$ cat config.mk
export PLATFORM = sky130hd
export DESIGN_NAME = ltsc_bit_store
export DESIGN_NICKNAME = d
export VERILOG_FILES = /design/src/rtl/ltsc_pkg.sv /design/src/rtl/ltsc_bit_store.sv
export SDC_FILE = /design/constraint.sdc
export NUM_CORES = 1
export LEC_CHECK = 0
export ABC_AREA = 1
export BUFFER_PORTS_ARGS = -buffer_cell sky130_fd_sc_hd__buf_2
export CORE_UTILIZATION = 50
export DETAILED_ROUTE_END_ITERATION = 8
export PLACE_DENSITY = 0.71
export REMOVE_ABC_BUFFERS = 1
export SLEW_MARGIN = 30
export SYNTH_ARGS = -nofsm -noshare
export SYNTH_HDL_FRONTEND = slang
export SYNTH_SLANG_ARGS = --single-unit
$ cat constraint.sdc
create_clock -name clk -period 1.83 [get_ports clk]
set_input_delay 0.2745 -clock clk [delete_from_list [all_inputs] [get_ports clk]]
set_output_delay 0.2745 -clock clk [all_outputs]
set_load 0.03 [all_outputs]
$ cat src/rtl/ltsc_pkg.sv
`timescale 1ns / 1ps

package ltsc_pkg;

  // sequence geometry
  localparam int PERIOD        = 255;
  localparam int STORE_BITS    = 510;
  localparam int ADDR_W        = 9;
  localparam int RUN_COUNT     = 14;
  localparam int RUN_W         = 4;
  localparam int RUN_SPAN      = 10;
  localparam int SEEN_DEPTH    = 256;
  localparam int SEEN_W        = 8;

  localparam logic [2:0]        FIXED_TAP     = 3'd7;
  localparam logic [7:0]        ONES_EXPECTED = 8'd128;
  localparam logic [7:0]        LFSR_SEED     = 8'hff;
  localparam logic [ADDR_W-1:0] GEN_LAST      = ADDR_W'(STORE_BITS - 1);
  localparam logic [ADDR_W-1:0] PERIOD_IDX    = ADDR_W'(PERIOD);
  // scan covers every bit that a window or a run starting below PERIOD can touch
  localparam logic [ADDR_W-1:0] SCAN_LAST     = ADDR_W'(PERIOD + 8);
  localparam logic [ADDR_W-1:0] WIN_FIRST     = ADDR_W'(7);
  localparam logic [ADDR_W-1:0] WIN_LAST      = ADDR_W'(PERIOD - 1 + 7);

  // verdict codes
  localparam logic [2:0] VERDICT_PASS    = 3'd0;
  localparam logic [2:0] VERDICT_PERIOD  = 3'd1;
  localparam logic [2:0] VERDICT_ONES    = 3'd2;
  localparam logic [2:0] VERDICT_RUN     = 3'd3;
  localparam logic [2:0] VERDICT_REPEAT  = 3'd4;

  // scan request from the sequencer, one bit address per cycle
  typedef struct packed {
    logic              start;
    logic              valid;
    logic [ADDR_W-1:0] idx;
  } scan_ctl_t;

  // accumulated check results
  typedef struct packed {
    logic                 period_fail;
    logic [7:0]           ones;
    logic [RUN_COUNT-1:0] found;
    logic                 dup;
  } check_stat_t;

  // inner length of each run pattern
  function automatic logic [3:0] run_len(input logic [RUN_W-1:0] r);
    logic [3:0] n;
    case (r)
      4'd0:    n = 4'd1;
      4'd1:    n = 4'd2;
      4'd2:    n = 4'd3;
      4'd3:    n = 4'd4;
      4'd4:    n = 4'd5;
      4'd5:    n = 4'd6;
      4'd6:    n = 4'd8;
      4'd7:    n = 4'd1;
      4'd8:    n = 4'd2;
      4'd9:    n = 4'd3;
      4'd10:   n = 4'd4;
      4'd11:   n = 4'd5;
      4'd12:   n = 4'd6;
      4'd13:   n = 4'd7;
      default: n = 4'd1;
    endcase
    return n;
  endfunction

  // first seven patterns are runs of ones bounded by zeros
  function automatic logic run_kind(input logic [RUN_W-1:0] r);
    return (r < RUN_W'(7));
  endfunction

  // bits of the pattern that take part, newest bit at index 0
  function automatic logic [RUN_SPAN-1:0] run_mask(input logic [RUN_W-1:0] r);
    logic [RUN_SPAN-1:0] m;
    logic [3:0]          n;
    n = run_len(r);
    for (int k = 0; k < RUN_SPAN; k++) begin
      m[k] = (k <= int'(n) + 1);
    end
    return m;
  endfunction

  // pattern value: edge bit, n bits of kind, edge bit
  function automatic logic [RUN_SPAN-1:0] run_pat(input logic [RUN_W-1:0] r);
    logic [RUN_SPAN-1:0] p;
    logic [3:0]          n;
    logic                kd;
    n  = run_len(r);
    kd = run_kind(r);
    for (int k = 0; k < RUN_SPAN; k++) begin
      if (k == 0 || k == int'(n) + 1) begin
        p[k] = ~kd;
      end else if (k <= int'(n)) begin
        p[k] = kd;
      end else begin
        p[k] = 1'b0;
      end
    end
    return p;
  endfunction

endpackage

$ cat src/rtl/ltsc_bit_store.sv
`timescale 1ns / 1ps

module ltsc_bit_store
  import ltsc_pkg::*;
(
  input  logic              clk,
  input  logic              wr_en,
  input  logic [ADDR_W-1:0] wr_addr,
  input  logic              wr_bit,
  input  logic [ADDR_W-1:0] rd_a_addr,
  input  logic [ADDR_W-1:0] rd_b_addr,
  output logic              rd_a_bit_r,
  output logic              rd_b_bit_r
);

  logic mem_r [STORE_BITS];

  // one write port, two registered read ports
  always_ff @(posedge clk) begin
    if (wr_en) begin
      mem_r[wr_addr] <= wr_bit;
    end
    rd_a_bit_r <= mem_r[rd_a_addr];
    rd_b_bit_r <= mem_r[rd_b_addr];
  end

endmodule

# Word-level counts from Yosys, hierarchy flattened
# Memory sizes are Yosys's and may differ from the RTL's. A register that Yosys moved wholly into a read port is not among the register bits.
# Cells that the tools add are included.
dict set report word_totals {
  register_bits 0
  elab_cells 3
  input_bits 30
  memories 1
  out_inout_bits 2
  ram_bits 510
}
dict set report op_classes {
  muxes 2
}
# memory depth width read_ports rd_clocked_by_memory_dff wr line_no
set mem_list {}
lappend mem_list {mem_r 510 1 2 2 1 ltsc_bit_store.sv:16} ;# logic mem_r [STORE_BITS];
# op count
set op_table {}
lappend op_table {{$mux W1} 2}

# Logic depth before layout (Yosys ltp)
dict set report logic_depth {
  word_depth 2
  mapped_depth 15
  mapped_depth_nobuf 13
}

# Worst setup path after synthesis
# Ideal clock, no wire load.
dict set report synth_timing {
  path_type {input to register}
  from {input wr_en}
  to {memory mem_r[223] (enable)}
  n_path_buf 2
  setup_ns 0.300
  arrival_ns 1.299
  cell_stages 6
  path_slack_ns 0.231
  required_ns 1.530
  path_cell_list {buf_2 -> inv_1 -> nor3_1 -> nand3_1 -> clkbuf_1 -> nor2_1}
}
dict set report synth_between {
  elab_chain_len 2
}
# element line_no
set synth_rtl {}
lappend synth_rtl {{from (decl)} ltsc_bit_store.sv:7} ;# input logic wr_en,
lappend synth_rtl {{$mux W1} ltsc_bit_store.sv:20} ;# if (wr_en) begin
lappend synth_rtl {{$mux W1 (not written as such)} ltsc_bit_store.sv:21} ;# mem_r[wr_addr] <= wr_bit;
lappend synth_rtl {{to (decl)} ltsc_bit_store.sv:16}
# No other way between the ends.

==> impl_metrics.json <==
{
  "via_count": 26300,
  "r2r_setup_slack_ps": 190,
  "r2r-start": "mem_r[369]",
  "critical_path_buf_inv_count": 0,
  "critPathSlowestCell": "edfxtp_1",
  "worst-path-max-fanout": 2,
  "wirelength_met1_mm": 35.2,
  "fin_skew_ps": 24.1,
  "clk_path_buf_depth": 3,
  "slew_viol_final": 0,
  "grt_setup_unrepaired": "false",
  "globalRouteTotalUtil_pct": 33.8,
  "drt_iter0_markers": 3825,
  "cts_root_buffer": "clkbuf_16",
  "report.final.setup_viol": 0,
  "overall_die_width_um": 239,
  "share_seq_of_total_power_pct": 47.5,
  "cts_hold_buffers": 2,
  "grt_antenna_before_repair": 1,
  "worst-slew-pin-transition_ps": 553,
  "switching_share_pct": 25.3,
  "final_antenna_net_count": 0,
  "min_period_over_period_pct": 89.8,
  "yosysWarnings": 0,
  "dr.pass1.iters": 6,
  "clk-insertion-delay-late_ps": 620,
  "mostFrequentLayoutCell": "nand2_1",
  "critical_path.startpoint_type": "flip-flop",
  "cp_data_required_time_ps": 2350,
  "endpoint_kind": "flip-flop",
  "timing.max_cap.violations": 0,
  "dieHeight_um": 239,
  "remaining_drc_errors": 0,
  "routability_congestion_estimate_from_global_placement": 0.917,
  "multiInputGateArea_um2": 11200,
  "comb_power_share_pct": 12.2,
  "fp.coreArea_um2": 55300,
  "status": "complete, no violations",
  "pwr-share-clk_pct": 40.3,
  "final_core_util_pct": 59.4,
  "synth.avg_cell_area_um2": 8.03,
  "pin_count_of_the_biggest_net_entering_global_routing": 69,
  "ioPinCount": 32,
  "synthToLayoutAreaGrowth_pct": 17.0,
  "final.hold.worst_slack_ps": 51.8,
  "post_cts.resized_instances": 0,
  "ys_seq_elements": 512,
  "clk_transition_reported_paths_ps": 60,
  "place_hpwl_mm": 57.0,
  "final_layout_size_suffix_gt1_share_pct": 10.8,
  "worstSetupPathType": "flip-flop to flip-flop",
  "switching_power_mw": 6.88,
  "cp_top_family": "simple AND/OR/NAND/NOR gates",
  "power.density_cell_area_nw_per_um2": 829,
  "place_area_um2": 31100,
  "routed-wl-met2_mm": 43.0,
  "cp_num_cells": 12,
  "routed-wl-met3_mm": 12.4,
  "synth_cell_types": 16,
  "mostFrequentLayoutCells": "1,098 x nand2_1, 998 x nand3_1, 512 x nor2_1",
  "cts_buffers": 52,
  "max_clock_freq_mhz": 609,
  "synth_area_um2": 28100,
  "fin_area_um2": 32800,
  "layout_min_cycle_time_ps": 1640,
  "worst_setup_endpoint": "rd_a_bit_r",
  "rows": 86,
  "fillCellCount": 4858,
  "finalWirelength_mm": 96.5,
  "critical-path-max-stage-delay_ps": 420,
  "synthesis.instances": 3495,
  "capture_instance_of_the_worst_register_to_register_path": "rd_a_bit_r",
  "routed_wire_length_per_instance_um": 22.3,
  "worstPathCellList": "nand2_1 > nand3_1 > nand3_1 > nand3_1 > nand3_1 > nand3_1 > nand2_1 > nand2_1 > nand3_1 > nand2_1 > nand2_1 > nand2_1",
  "number_of_clock_sinks_seen_by_cts": 512,
  "die_ar_um2": 57100,
  "critical_path_arrival_ps": 2160,
  "vdd_ir_drop_max_v": 0.000746,
  "global_route_wire_length_before_repair_mm": 145,
  "max-slew-margin-rel_pct": 63.0,
  "reg2reg_depth": 12,
  "top_layer": "met5",
  "gr-total-overflow": 0,
  "number_of_antenna_diodes": 0,
  "h_tree_level_count": 2,
  "regArea_um2": 15400,
  "placement.io_buffers": 31,
  "intPower_mw": 20.3,
  "cp-startpoint": "mem_r[369]",
  "final_nets": 3571,
  "post_cts_buffers": 0,
  "route.detailed.vias_per_inst": 6.06,
  "fraction_of_the_yosys_area_taken_by_sequential_cells_pct": 54.7,
  "initial_core_util_pct": 50.7,
  "final-hold-violation-count": 0,
  "power.total_mw": 27.2,
  "power.leakage_nw": 12.3,
  "min-delay-path-class": "input pin to flip-flop",
  "first_global_vias": 24400,
  "tritoncts": "done"
}
[cell type report]
class	count	share of cell area [%]
sequential	512	46.8
multi-input combinational	2633	34.1
timing repair buffer	284	10.3
clock buffer	69	4.31
tap	748	2.85
clock inverter	29	0.945
inverter	58	0.724
[flip-flops by register name, summed over array words and instances, names as in the netlist]
register,count
mem_r,510
rd_a_bit_r,1
rd_b_bit_r,1
[cells by family after synthesis]
kind of cell           count (synthesis)  share of synthesized area [%]
AOI/OAI and AO/OA                      3                         0.0535
buffers and inverters                350                           5.53
DFF                                  512                           54.7
and+or+nand+nor                     2630                           39.7
[power groups by stage]
stage / Clock, mW / Sequential (mW) / Combinational, mW
after floorplan: 0 / 13.2 / 1.31
after global placement: 0 / 13.2 / 3.18
after detailed placement: 0 / 13.2 / 3.21
after CTS: 11.0 / 12.9 / 3.23
after global routing: 11.4 / 12.9 / 3.51
final: 11.0 / 12.9 / 3.33
[per-layer routing]
layer  global-route usage (%)  up-vias
li1                         -    11900
met1                     44.4    12200
met2                     51.9     1812
met3                     7.27      392
met4                     19.2        2
met5                        0        -
[worst min path at each step]
stage                 start    endpoint  slack (ps)  cells past startpoint
2_1_floorplan        wr_bit    mem_r[0]         370                      0
3_3_place_gp   rd_a_addr[8]  rd_a_bit_r         560                      3
3_5_place_dp   rd_a_addr[8]  rd_a_bit_r         550                      3
4_1_cts        rd_b_addr[7]  rd_b_bit_r          30                      4
5_1_grt        rd_b_addr[7]  rd_b_bit_r          60                      4
6_report       rd_b_addr[7]  rd_b_bit_r          50                      4
[stage by stage]
stage                     worst slack, ps  instances  setup TNS [ps]
after floorplan                     -1260       3203           -2500
after global placement               -226       4233            -427
after detailed placement             -210       4233           -1070
after CTS                             219       4333               0
after global routing                 56.0       4333               0
final                                 187       4333               0
[cell usage after synthesis]
cell | n | share of area [%]
nand2_1 | 1104 | 15
a21oi_1 | 2 | 0.036
edfxtp_1 | 510 | 55
buf_6 | 1 | 0.040
buf_1 | 42 | 0.56
inv_1 | 49 | 0.66
buf_2 | 134 | 2.4
nor3_1 | 10 | 0.18
o21ai_1 | 1 | 0.018
inv_2 | 8 | 0.11
clkinv_1 | 1 | 0.013
nand3_1 | 1004 | 18
nor2_1 | 512 | 6.8
dfxtp_1 | 2 | 0.14
buf_4 | 17 | 0.45
clkbuf_1 | 98 | 1.3
[worst register-to-register path, stage by stage, from the launching register on]
cell	delay, ps
edfxtp_1	420
nand2_1	80
nand3_1	70
nand3_1	90
nand3_1	80
nand3_1	120
nand3_1	170
nand2_1	240
nand2_1	80
nand3_1	70
nand2_1	50
nand2_1	50
nand2_1	40
Note: power is estimated with default switching activity, not from simulation.
